<file path="src/hdl/tmdf_pkg.sv">
// Shared types, widths and register codes of the trimmed mean distance filter.
`timescale 1ns / 1ps

package tmdf_pkg;

    localparam int MS_W           = 32;
    localparam int DIST_W         = 14;
    localparam int INTERVAL_W     = 16;
    localparam int WLEN_W         = 5;
    localparam int CFG_IDX_W      = 2;
    localparam int CFG_DATA_W     = 16;
    localparam int MAX_WINDOW_DEF = 16;

    localparam logic [DIST_W-1:0]     MAX_DIST_RST = 14'd6400;
    localparam logic [INTERVAL_W-1:0] INTERVAL_RST = 16'd100;
    localparam logic [WLEN_W-1:0]     WLEN_RST     = 5'd10;

    localparam logic [CFG_IDX_W-1:0] REG_MAX_DIST = 2'd0;
    localparam logic [CFG_IDX_W-1:0] REG_INTERVAL = 2'd1;
    localparam logic [CFG_IDX_W-1:0] REG_WLEN     = 2'd2;

    typedef struct packed {
        logic [MS_W-1:0]   now_ms;
        logic [DIST_W-1:0] sample_q4;
        logic              sample_valid;
    } in_word_t;

    typedef struct packed {
        logic [DIST_W-1:0] distance_q4;
        logic              ready_res;
        logic              recorded;
    } out_word_t;

endpackage

</file>
<file path="src/hdl/trimmed_mean_distance_filter.sv">
// Top level of the trimmed mean distance filter.
`timescale 1ns / 1ps
//
// Input channel (in_valid / in_stall) carries one word per measurement: the
// millisecond time, a Q10.4 distance and its valid flag. Every input word gives
// exactly one output word (out_valid / out_stall): the trimmed ring mean, the
// ring-full flag and whether the sample was stored. The configuration channel
// (cfg_valid / cfg_ready, always ready) writes max distance, interval and
// window length; write it only while no word is in flight.
// One word is worked on at a time; in_stall is high from acceptance until the
// result is handed to the output register. Once the ring is full, the ring
// memory is read one entry a cycle over the effective window, then the
// restoring divider gives one quotient bit a cycle. Before the ring is full,
// the walk and the division are skipped. The next word can be accepted in the
// cycle after a result enters the output register.
// The output register holds a result while out_stall is high; the next input
// word is still accepted and waits in the last step until the register frees.
// Reset clears the ring (per-entry valid bits), write index, recording time,
// ring-full flag and registers to their defaults; no clearing pass is needed.

module trimmed_mean_distance_filter #(
    parameter int MAX_WINDOW = tmdf_pkg::MAX_WINDOW_DEF
) (
    input  logic                             clk,
    input  logic                             rst_n,
    input  logic                             in_valid,
    output logic                             in_stall,
    input  tmdf_pkg::in_word_t               in_word,
    output logic                             out_valid,
    input  logic                             out_stall,
    output tmdf_pkg::out_word_t              out_word,
    input  logic                             cfg_valid,
    output logic                             cfg_ready,
    input  logic [tmdf_pkg::CFG_IDX_W-1:0]   cfg_index,
    input  logic [tmdf_pkg::CFG_DATA_W-1:0]  cfg_data
);

    import tmdf_pkg::*;

    localparam int IDX_W = (MAX_WINDOW > 1) ? $clog2(MAX_WINDOW) : 1;
    localparam int CNT_W = $clog2(MAX_WINDOW + 1);
    localparam int LEN_W = (CNT_W > WLEN_W) ? CNT_W : WLEN_W;
    localparam int SUM_W = DIST_W + CNT_W;

    typedef enum logic [6:0] {
        S_IDLE   = 7'b0000001,
        S_RECORD = 7'b0000010,
        S_WALK   = 7'b0000100,
        S_DRAIN  = 7'b0001000,
        S_PREP   = 7'b0010000,
        S_DIVIDE = 7'b0100000,
        S_DONE   = 7'b1000000
    } state_t;

    state_t state_reg, state_next;

    logic [DIST_W-1:0]     max_dist_reg;
    logic [INTERVAL_W-1:0] interval_reg;
    logic [WLEN_W-1:0]     wlen_reg;

    in_word_t          item_reg;
    logic [MS_W-1:0]   last_ms_reg;
    logic [IDX_W-1:0]  write_idx_reg;
    logic              filled_reg;
    logic              rec_reg;

    logic [DIST_W-1:0] mem_reg [MAX_WINDOW];
    logic              entry_vld_reg [MAX_WINDOW];
    logic [DIST_W-1:0] rd_data_reg;
    logic              rd_vld_reg;

    logic [CNT_W-1:0]  walk_idx_reg;
    logic              acc_en_reg;
    logic              first_reg;
    logic [SUM_W-1:0]  sum_reg;
    logic [DIST_W-1:0] lo_reg;
    logic [DIST_W-1:0] hi_reg;

    out_word_t         out_word_reg;
    logic              out_valid_reg;

    logic [LEN_W-1:0]  wlen_ext;
    logic [CNT_W-1:0]  eff_n;
    logic [MS_W-1:0]   elapsed;
    logic              rec_hit;
    logic [DIST_W-1:0] rec_value;
    logic [CNT_W-1:0]  idx_inc;
    logic              wrap;
    logic [DIST_W-1:0] entry_val;
    logic              trim;
    logic [SUM_W-1:0]  dividend;
    logic [CNT_W:0]    divisor_wide;
    logic [CNT_W-1:0]  divisor;
    logic              div_start;
    logic              div_done;
    logic [SUM_W-1:0]  quotient;
    logic              out_free;

    always_comb
    begin
        wlen_ext = LEN_W'(wlen_reg);
        if (wlen_ext == '0)
            eff_n = CNT_W'(1);
        else if (wlen_ext > LEN_W'(MAX_WINDOW))
            eff_n = CNT_W'(MAX_WINDOW);
        else
            eff_n = wlen_ext[CNT_W-1:0];
    end

    assign elapsed   = item_reg.now_ms - last_ms_reg;
    assign rec_hit   = elapsed > MS_W'(interval_reg);
    assign rec_value = item_reg.sample_valid ? item_reg.sample_q4 : max_dist_reg;
    assign idx_inc   = CNT_W'(write_idx_reg) + CNT_W'(1);
    assign wrap      = !(idx_inc < eff_n);
    assign entry_val = rd_vld_reg ? rd_data_reg : '0;
    assign out_free  = !out_valid_reg || !out_stall;

    assign trim         = {1'b0, eff_n} > (CNT_W+1)'(2);
    assign divisor_wide = trim ? ({1'b0, eff_n} - (CNT_W+1)'(2)) : {1'b0, eff_n};
    assign divisor      = divisor_wide[CNT_W-1:0];
    assign dividend     = trim ? (sum_reg - SUM_W'(lo_reg) - SUM_W'(hi_reg)) : sum_reg;
    assign div_start    = (state_reg == S_PREP);

    tmdf_div #(
        .DVD_W (SUM_W),
        .DVS_W (CNT_W)
    ) u_div (
        .clk      (clk),
        .rst_n    (rst_n),
        .start    (div_start),
        .dividend (dividend),
        .divisor  (divisor),
        .done     (div_done),
        .quotient (quotient)
    );

    // configuration registers
    assign cfg_ready = 1'b1;

    always_ff @(posedge clk or negedge rst_n)
    begin
        if (!rst_n)
        begin
            max_dist_reg <= MAX_DIST_RST;
            interval_reg <= INTERVAL_RST;
            wlen_reg     <= WLEN_RST;
        end
        else if (cfg_valid && cfg_ready)
        begin
            unique case (cfg_index)
                REG_MAX_DIST: max_dist_reg <= cfg_data[DIST_W-1:0];
                REG_INTERVAL: interval_reg <= cfg_data[INTERVAL_W-1:0];
                REG_WLEN:     wlen_reg     <= cfg_data[WLEN_W-1:0];
                default:      ;
            endcase
        end
    end

    always_comb
    begin
        state_next = state_reg;
        unique case (state_reg)
            S_IDLE:   if (in_valid) state_next = S_RECORD;
            S_RECORD: state_next = (filled_reg || (rec_hit && wrap)) ? S_WALK : S_DONE;
            S_WALK:   if (walk_idx_reg + CNT_W'(1) == eff_n) state_next = S_DRAIN;
            S_DRAIN:  state_next = S_PREP;
            S_PREP:   state_next = S_DIVIDE;
            S_DIVIDE: if (div_done) state_next = S_DONE;
            S_DONE:   if (out_free) state_next = S_IDLE;
            default:  state_next = S_IDLE;
        endcase
    end

    always_ff @(posedge clk or negedge rst_n)
    begin
        if (!rst_n)
            state_reg <= S_IDLE;
        else
            state_reg <= state_next;
    end

    assign in_stall = (state_reg != S_IDLE);

    // hold the accepted word
    always_ff @(posedge clk)
    begin
        if (state_reg == S_IDLE && in_valid)
            item_reg <= in_word;
    end

    // record stage
    always_ff @(posedge clk or negedge rst_n)
    begin
        if (!rst_n)
        begin
            last_ms_reg   <= '0;
            write_idx_reg <= '0;
            filled_reg    <= 1'b0;
            rec_reg       <= 1'b0;
        end
        else if (state_reg == S_RECORD)
        begin
            rec_reg <= rec_hit;
            if (rec_hit)
            begin
                last_ms_reg <= item_reg.now_ms;
                if (wrap)
                begin
                    write_idx_reg <= '0;
                    filled_reg    <= 1'b1;
                end
                else
                begin
                    write_idx_reg <= idx_inc[IDX_W-1:0];
                end
            end
        end
    end

    always_ff @(posedge clk or negedge rst_n)
    begin
        if (!rst_n)
        begin
            for (int i = 0; i < MAX_WINDOW; i++)
                entry_vld_reg[i] <= 1'b0;
        end
        else if (state_reg == S_RECORD && rec_hit)
        begin
            entry_vld_reg[write_idx_reg] <= 1'b1;
        end
    end

    always_ff @(posedge clk)
    begin
        if (state_reg == S_RECORD && rec_hit)
            mem_reg[write_idx_reg] <= rec_value;
    end

    always_ff @(posedge clk)
    begin
        rd_data_reg <= mem_reg[walk_idx_reg[IDX_W-1:0]];
    end

    // walk the ring, accumulate sum, minimum and maximum
    always_ff @(posedge clk or negedge rst_n)
    begin
        if (!rst_n)
        begin
            rd_vld_reg   <= 1'b0;
            walk_idx_reg <= '0;
            acc_en_reg   <= 1'b0;
            first_reg    <= 1'b0;
        end
        else
        begin
            rd_vld_reg <= entry_vld_reg[walk_idx_reg[IDX_W-1:0]];
            acc_en_reg <= (state_reg == S_WALK);
            if (state_reg == S_RECORD)
            begin
                walk_idx_reg <= '0;
                first_reg    <= 1'b1;
            end
            else
            begin
                if (state_reg == S_WALK)
                    walk_idx_reg <= walk_idx_reg + CNT_W'(1);
                if (acc_en_reg)
                    first_reg <= 1'b0;
            end
        end
    end

    always_ff @(posedge clk)
    begin
        if (acc_en_reg)
        begin
            if (first_reg)
            begin
                sum_reg <= SUM_W'(entry_val);
                lo_reg  <= entry_val;
                hi_reg  <= entry_val;
            end
            else
            begin
                sum_reg <= sum_reg + SUM_W'(entry_val);
                if (entry_val < lo_reg)
                    lo_reg <= entry_val;
                if (entry_val > hi_reg)
                    hi_reg <= entry_val;
            end
        end
    end

    // output register
    always_ff @(posedge clk or negedge rst_n)
    begin
        if (!rst_n)
            out_valid_reg <= 1'b0;
        else if (state_reg == S_DONE && out_free)
            out_valid_reg <= 1'b1;
        else if (!out_stall)
            out_valid_reg <= 1'b0;
    end

    always_ff @(posedge clk)
    begin
        if (state_reg == S_DONE && out_free)
        begin
            out_word_reg.distance_q4 <= filled_reg ? quotient[DIST_W-1:0] : '0;
            out_word_reg.ready_res   <= filled_reg;
            out_word_reg.recorded    <= rec_reg;
        end
    end

    assign out_valid = out_valid_reg;
    assign out_word  = out_word_reg;

    a_filled_sticky: assert property (@(posedge clk) disable iff (!rst_n)
        filled_reg |=> filled_reg)
        else $error("ring-full flag dropped");

    a_not_ready_zero: assert property (@(posedge clk) disable iff (!rst_n)
        out_valid_reg && !out_word_reg.ready_res |-> out_word_reg.distance_q4 == '0)
        else $error("distance reported before ring full");

    a_record_time: assert property (@(posedge clk) disable iff (!rst_n)
        (state_reg == S_RECORD) && rec_hit |=> last_ms_reg == $past(item_reg.now_ms))
        else $error("recording time not updated");

    a_div_done_state: assert property (@(posedge clk) disable iff (!rst_n)
        div_done |-> state_reg == S_DIVIDE)
        else $error("divider finished outside divide step");

endmodule

</file>
<file path="src/hdl/tmdf_div.sv">
// Restoring divider producing one quotient bit per cycle.
`timescale 1ns / 1ps

module tmdf_div #(
    parameter int DVD_W = 19,
    parameter int DVS_W = 5
) (
    input  logic             clk,
    input  logic             rst_n,
    input  logic             start,
    input  logic [DVD_W-1:0] dividend,
    input  logic [DVS_W-1:0] divisor,
    output logic             done,
    output logic [DVD_W-1:0] quotient
);

    localparam int STEP_W = (DVD_W > 1) ? $clog2(DVD_W) : 1;

    logic [DVD_W-1:0]  quo_reg;
    logic [DVS_W-1:0]  rem_reg;
    logic [DVS_W-1:0]  dvs_reg;
    logic [STEP_W-1:0] step_reg;
    logic              busy_reg;
    logic              done_reg;

    logic [DVS_W:0]    rem_shift;
    logic [DVS_W+1:0]  diff;
    logic              ge;

    assign rem_shift = {rem_reg, quo_reg[DVD_W-1]};
    assign diff      = {1'b0, rem_shift} - {2'b00, dvs_reg};
    assign ge        = ~diff[DVS_W+1];

    always_ff @(posedge clk or negedge rst_n)
    begin
        if (!rst_n)
        begin
            busy_reg <= 1'b0;
            done_reg <= 1'b0;
            step_reg <= '0;
        end
        else
        begin
            done_reg <= 1'b0;
            if (start)
            begin
                busy_reg <= 1'b1;
                step_reg <= STEP_W'(DVD_W - 1);
            end
            else if (busy_reg)
            begin
                if (step_reg == '0)
                begin
                    busy_reg <= 1'b0;
                    done_reg <= 1'b1;
                end
                else
                begin
                    step_reg <= step_reg - 1'b1;
                end
            end
        end
    end

    always_ff @(posedge clk)
    begin
        if (start)
        begin
            quo_reg <= dividend;
            rem_reg <= '0;
            dvs_reg <= divisor;
        end
        else if (busy_reg)
        begin
            quo_reg <= {quo_reg[DVD_W-2:0], ge};
            rem_reg <= ge ? diff[DVS_W-1:0] : rem_shift[DVS_W-1:0];
        end
    end

    assign done     = done_reg;
    assign quotient = quo_reg;

endmodule

</file>
<file path="config.mk">
export PLATFORM = sky130hd
export DESIGN_NAME = trimmed_mean_distance_filter
export DESIGN_NICKNAME = d
export VERILOG_FILES = /design/src/hdl/tmdf_pkg.sv /design/src/hdl/trimmed_mean_distance_filter.sv /design/src/hdl/tmdf_div.sv
export SDC_FILE = /design/constraint.sdc
export NUM_CORES = 1
export LEC_CHECK = 0
export BUFFER_PORTS_ARGS = -buffer_cell sky130_fd_sc_hd__buf_4
export CORE_AREA = 2 2 170 298
export CTS_CLUSTER_DIAMETER = 100
export CTS_CLUSTER_SIZE = 28
export DETAILED_ROUTE_END_ITERATION = 6
export DIE_AREA = 0 0 172 300
export GPL_TIMING_DRIVEN = 0
export MAX_ROUTING_LAYER = met4
export PLACE_DENSITY = 0.66
export SYNTH_ARGS = -nofsm -noshare
export SYNTH_HDL_FRONTEND = slang
export SYNTH_SLANG_ARGS = --single-unit
</file>
<file path="constraint.sdc">
create_clock -name clk -period 6.05 [get_ports clk]
set_input_delay 0.3025 -clock clk [delete_from_list [all_inputs] [get_ports clk]]
set_output_delay 0.3025 -clock clk [all_outputs]
set_load 0.05 [all_outputs]
</file>
# Yosys cells after proc, flatten, opt, wreduce, memory -nomap -nowiden

Memory sizes are Yosys's and may differ from the RTL's. A register that Yosys moved wholly into a read port is not among the register bits.
Index checks and enable logic that the tools add are counted.

Register bits after elaboration: 251
RAM bits: 224
Input bits: 70
Output and inout port bits: 19
Word-level logic and storage cells: 156
Memories: 1

Add/subtract/negate cells: 9
$lt $le $gt $ge: 9
Equal/unequal tests: 17
Mux-type cells: 43
Bitwise operators: 5
Reductions and logical operators: 27

Memories:

| memory  | words | bits a word | rd ports | clocked after Yosys merged registers in | wr ports | line                               | RTL |
|---|---|---|---|---|---|---|---|
| mem_reg | 16    | 14          | 1        | 1                                       | 1        | trimmed_mean_distance_filter.sv:67 | `logic [DIST_W-1:0] mem_reg [MAX_WINDOW];` |

Operator list:

| operator                                                              | number |
|---|---|
| 14-bit 2-to-1 mux                                                     | 7 |
| 19-bit 2-to-1 mux                                                     | 3 |
| 7-bit one-hot mux with 7 select lines                                 | 1 |
| 5-bit 2-to-1 mux                                                      | 9 |
| 19-bit by 14-bit subtractor with 19-bit output                        | 2 |
| 7-bit 2-to-1 mux                                                      | 5 |
| 32-bit by 16-bit > comparator with 1-bit output                       | 1 |
| 32-bit subtractor                                                     | 1 |
| 19-bit by 14-bit adder with 19-bit output                             | 1 |
| 16-bit bitwise OR                                                     | 1 |
| 1-bit 2-to-1 mux                                                      | 15 |
| 14-bit > comparator                                                   | 1 |
| 14-bit less-than comparator                                           | 1 |
| 2-bit AND reduction                                                   | 7 |
| 5-bit greater-or-equal comparator, second input constant              | 2 |
| 5-bit logical NOT                                                     | 2 |
| 4-bit NOT with 5-bit output                                           | 2 |
| 2-bit nonzero test                                                    | 5 |
| 2-bit != test, second input constant                                  | 4 |
| 7-bit by 1-bit equality test with 1-bit output, second input constant | 1 |
| 7-bit by 2-bit equality test with 1-bit output, second input constant | 1 |
| 7-bit by 3-bit equality test with 1-bit output, second input constant | 1 |
| 7-bit by 4-bit equality test with 1-bit output, second input constant | 1 |
| 7-bit by 5-bit equality test with 1-bit output, second input constant | 1 |
| 26 further kinds                                                      | 35 |

# Logic depth before layout (Yosys ltp)

Depth after elaboration: 9
Depth in mapped cells: 22

# Hierarchy

A second synthesis with hierarchy kept.

Cell total of the unflattened synthesis: 1,863
Area total of the unflattened synthesis: 24,171.9 um^2

By module, submodules not included:

| module                       | instances | cells an instance | area each (um^2) | seq. area each (um^2) |
|---|---|---|---|---|
| trimmed_mean_distance_filter | 1         | 1,739             | 22,502.8         | 12,948.7 |
| tmdf_div                     | 1         | 124               | 1,669.1          | 996.0 |

# Least setup slack after synthesis

Ideal clock, no wire load.

Path type: reg-to-reg
From: reg item_reg[15] (netlist name)
To: mem mem_reg[0][0] (enable)
Library setup time: 0.421 ns
Data arrival time: 5.053 ns
Slack: 0.576 ns
Stages on the path, launching flop included: 23
Period minus slack after synthesis: 5.474 ns
Cell sequence: edfxtp_1 inv_1 ha_1 fa_1 nand2b_1 a21oi_1 o21ai_2 o21ai_1 a21o_1 a21oi_1 xnor2_1 ha_1 nand4_1 nor4_1 inv_1 o221ai_1 a21oi_1 nand4b_1 nor4_4 nand4_4 nand2_4 buf_4 nor4_1

Longest elaborated chain between the ends: 5

RTL lines:

| item                                            | line                                | RTL |
|---|---|---|
| start, declared                                 | trimmed_mean_distance_filter.sv:61  | `in_word_t item_reg;` |
| start signal, assigned                          | trimmed_mean_distance_filter.sv:188 | `item_reg <= in_word;` |
| 32-bit subtractor                               | trimmed_mean_distance_filter.sv:110 | `assign elapsed = item_reg.now_ms - last_ms_reg;` |
| 32-bit by 16-bit > comparator with 1-bit output | trimmed_mean_distance_filter.sv:111 | `assign rec_hit = elapsed > MS_W'(interval_reg);` |
| 1-bit logical AND                               | trimmed_mean_distance_filter.sv:235 | `if (state_reg == S_RECORD && rec_hit)` |
| 1-bit 2-to-1 mux                                | trimmed_mean_distance_filter.sv:235 |  |
| 1-bit 2-to-1 mux (not written as such)          | trimmed_mean_distance_filter.sv:236 | `mem_reg[write_idx_reg] <= rec_value;` |
| end, declared                                   | trimmed_mean_distance_filter.sv:67  |  |

Every way passes these cells.

# Worst setup path after layout

From: reg item_reg[17] (netlist name)
To: mem mem_reg[1][12] (enable)

The elaborated chain is that of the path after synthesis.

==> run_results.csv <==
group,metric,value,unit
floorplan,core,49200,um^2
pwr,pwr-share-clk,13.7,%
setup_path,rr_endpoint,"mem_reg[1][12]",
global_route,grt_pass1_vias,16801,
clock_tree,cts.htree.levels,1,
clock_tree,numCtsBuffers,21,
timing,setup_tns,0,ns
setup_path,crit_chain,"ha_1, o211ai_1, a21oi_1, nor2_1, nor2_1, a31oi_2, o21ai_0, a21oi_1, xnor2_1, ha_1, and4_1, a221oi_1, o221ai_2, a21oi_1, nand4b_1, nor4_4, buf_4, nand4_4, nand2_8, buf_6, nor4_2, buf_4, buf_4",
setup_path,critPathBufInv,4,
global_route,grt_pass1_wl,93900,um
min_path,min_path_type,"input port to flip-flop",
outcome,status,"finished clean",
timing,post-route-period-util,95.2,%
detailed_routing,detail_route.wirelength,61200,um
placement,gp_congestion,0.931,
clock_tree,cts-root-buf,"clkbuf_16",
pwr,seqPwrFrac,37.0,%
timing,finClkSkew,0.0328,ns
pwr,power.share.switching,41.3,%
yosys,ys_ff_latch,489,
pwr,ir_worst_vdd,0.434,mV
setup_path,slowest_delay,0.47,ns
detailed_routing,ant_nets,0,
timing,setup_violations,0,
floorplan,fp.dieH,300,um
yosys,syn_area,24400,um^2
timing,slew_headroom,5.01,%
global_route,gr-total-overflow,0,
clock_tree,clk_pin_slew_worst_paths,0.11,ns
pwr,p_int,7.33,mW
final_layout,instances_no_fill,2803,
detailed_routing,firstDrtPassIters,7,
placement,dp_hpwl,47700,um
floorplan,num_rows,108,
yosys,synth_cells,1933,
setup_path,cpLargestDelayFamily,"compound AO/OA/AOI/OAI gates",
final_layout,final_common_cell,"edfxtp_1",
pwr,power.total,12.5,mW
placement,portBuffers,87,
timing,maxSlewViolCount,0,
detailed_routing,wl_per_cell,21.8,um
timing,tightestPinTransition,1.39,ns
setup_path,r2r_cells,23,
yosys,async_reset_ff_share,22.9,%
floorplan,ios,89,
setup_path,start_kind,"flip-flop",
placement,dp_cells,2700,
timing,fin_crit,5.76,ns
final_layout,largest_reg_flops,224,
pwr,switchingPower,5.16,mW
final_layout,diodes,0,
yosys,synth-main-ff-cell,"edfxtp_1",
min_path,whs_endpoint,"state_reg[1]",
floorplan,start_util,49.6,%
clock_tree,clkSinkCount,489,
yosys,yosysUniqueCellTypes,84,
final_layout,layout_common_cells,"358 x edfxtp_1, 141 x nand2_1, 126 x inv_1",
min_path,worstHoldPathCells,3,
pwr,powerDensity,454,nW/um^2
setup_path,critPathRequiredTime,6.39,ns
setup_path,worstPathArrival,6.10,ns
setup_path,rrSetupSlack,0.29,ns
yosys,synth_edf_count,358,
pwr,p_leak,10.6,nW
final_layout,syn_to_final_growth,13.0,%
final_layout,nets,2335,
run,drv_cap,0,
timing,finalHoldViolCount,0,
setup_path,regToRegStartpoint,"item_reg[17]",
setup_path,worst_setup_path_end_kind,"flip-flop",
yosys,ys_warn_count,0,
floorplan,dieArea,51600,um^2
clock_tree,tritoncts,"yes",
global_route,grt.total_usage,24.8,%
clock_tree,max-clock-path-buffers,3,
final_layout,layout-drive-gt1-share,13.2,%
min_path,hp-start,"in_valid",
timing,fmax,174,MHz
yosys,avgSynthCellArea,12.6,um^2
clock_tree,clk_latency,0.59,ns
global_route,antenna_found_initial,0,
detailed_routing,first_iter_violations,957,
setup_path,critPathKind,"flip-flop to flip-flop",
detailed_routing,route.detailed.drc,0,
yosys,syn-num-nets,2140,
global_route,grt_max_degree,69,
detailed_routing,via_count,16031,
setup_path,cpMaxStageDelayCell,"xnor2_1",
setup_path,cp_max_fo,10,
floorplan,die_w,172,um
yosys,synth_seq_area_share,57.2,%
detailed_routing,vias_per_cell,5.72,
pwr,pwr-share-comb,49.2,%
[kinds of logic (layout without fill, tap and decap cells)]
group / count (synthesis) / count (layout) / share of synthesized area (%)
fa+ha+maj: 137 / 137 / 7.56
mux: 185 / 185 / 9.63
other cells: 1 / 1 / 0.0154
simple gates: 473 / 473 / 9.99
flops: 489 / 489 / 57.2
buf+inv: 205 / 415 / 3.32
xor+xnor: 57 / 57 / 2.05
compound gates: 386 / 386 / 10.2
[per-layer routing]
layer / track usage [%] / vias to the layer above / part of all wire (%)
met5: - / - / 0
met3: 1.96 / 158 / 2.7
met1: 23.8 / 7917 / 33
met2: 47.7 / 388 / 57
li1: - / 7568 / -
met4: 13.7 / 0 / 6.5
[tightest hold or removal path, stage by stage]
cell and delay (ns):
buf_4 0.09, inv_1 0.06, nor2_1 0.11
[cells in the mapped netlist, types with 10 or more instances]
| library cell | n | area (um^2) |
|---|---|---|
| a211oi_1 | 10 | 75.1 |
| a21o_1 | 34 | 255 |
| a21oi_1 | 103 | 515 |
| a221oi_1 | 18 | 158 |
| a22oi_1 | 16 | 120 |
| a31oi_1 | 14 | 87.6 |
| a41o_1 | 15 | 150 |
| and2_1 | 36 | 225 |
| and3_1 | 10 | 62.6 |
| clkbuf_1 | 66 | 248 |
| dfrtp_1 | 103 | 2580 |
| dfxtp_1 | 19 | 380 |
| edfxtp_1 | 358 | 10800 |
| fa_1 | 17 | 340 |
| ha_1 | 120 | 1500 |
| inv_1 | 126 | 473 |
| mux2_1 | 33 | 372 |
| mux2_2 | 62 | 698 |
| mux2i_1 | 60 | 601 |
| mux4_2 | 30 | 676 |
| nand2_1 | 141 | 529 |
| nand2b_1 | 14 | 87.6 |
| nand3_1 | 33 | 165 |
| nand4_1 | 20 | 125 |
| nor2_1 | 86 | 323 |
| nor2b_1 | 19 | 119 |
| nor3_1 | 32 | 160 |
| nor3b_1 | 11 | 82.6 |
| nor4_1 | 17 | 106 |
| o211ai_1 | 10 | 75.1 |
| o21a_1 | 10 | 75.1 |
| o21ai_0 | 87 | 435 |
| o21ai_1 | 14 | 70.1 |
| or3_1 | 11 | 68.8 |
| xnor2_1 | 31 | 272 |
| xor2_1 | 26 | 228 |
[stage by stage]
stage / hold slack [ns] / setup slack, ns / instance area, um^2 / utilization (%)
2_1_floorplan: 0.00691 / 0.576 / 24400 / -
3_3_place_gp: 0.431 / -1.79 / 25900 / 52.6
3_5_place_dp: 0.268 / -0.372 / 26200 / 53.2
4_1_cts: 0.00440 / 0.00506 / 27500 / 55.9
5_1_grt: 0.00376 / -0.00738 / 27500 / 56.0
6_report: 0.0172 / 0.289 / 27500 / 56.0
[power groups by stage]
stage	clock network [mW]	registers (mW)	logic [mW]
5_1_grt	1.85	4.68	6.74
6_report	1.72	4.62	6.15
3_5_place_dp	0	4.71	6.00
2_1_floorplan	0	4.63	4.17
3_3_place_gp	0	4.70	5.84
4_1_cts	1.75	4.63	6.09
[worst max-delay path by stage]
stage                            start        endpoint  slack [ns]  cells past startpoint
after floorplan           item_reg[15]   mem_reg[0][0]        0.58                     22
after global placement    item_reg[15]  mem_reg[1][10]       -1.79                     22
after detailed placement  item_reg[15]  mem_reg[2][11]       -0.37                     23
after CTS                 item_reg[15]   mem_reg[1][7]       0.005                     24
after global routing      item_reg[15]   mem_reg[1][7]      -0.007                     25
final                     item_reg[17]  mem_reg[1][12]        0.29                     23
[area by class of cell]
type,instances,area [um^2]
well taps,660,826
clock buffers,36,582
multi-input cells,1239,9810
inverters,127,477
fillers,4083,21600
plain buffers,77,334
flip-flops and latches,489,13900
repair buffers,173,1540
clock inverters,2,25.0
[what timing repair did]
action                                  CTS  global route
endpoints found under the hold margin   123             0
resized for setup                         6            10
pin swaps                                 0             2
hold buffers                             64             0
setup buffers                             0             2
endpoints found under the setup margin  179           161
Power figures use the tool's default switching activity.
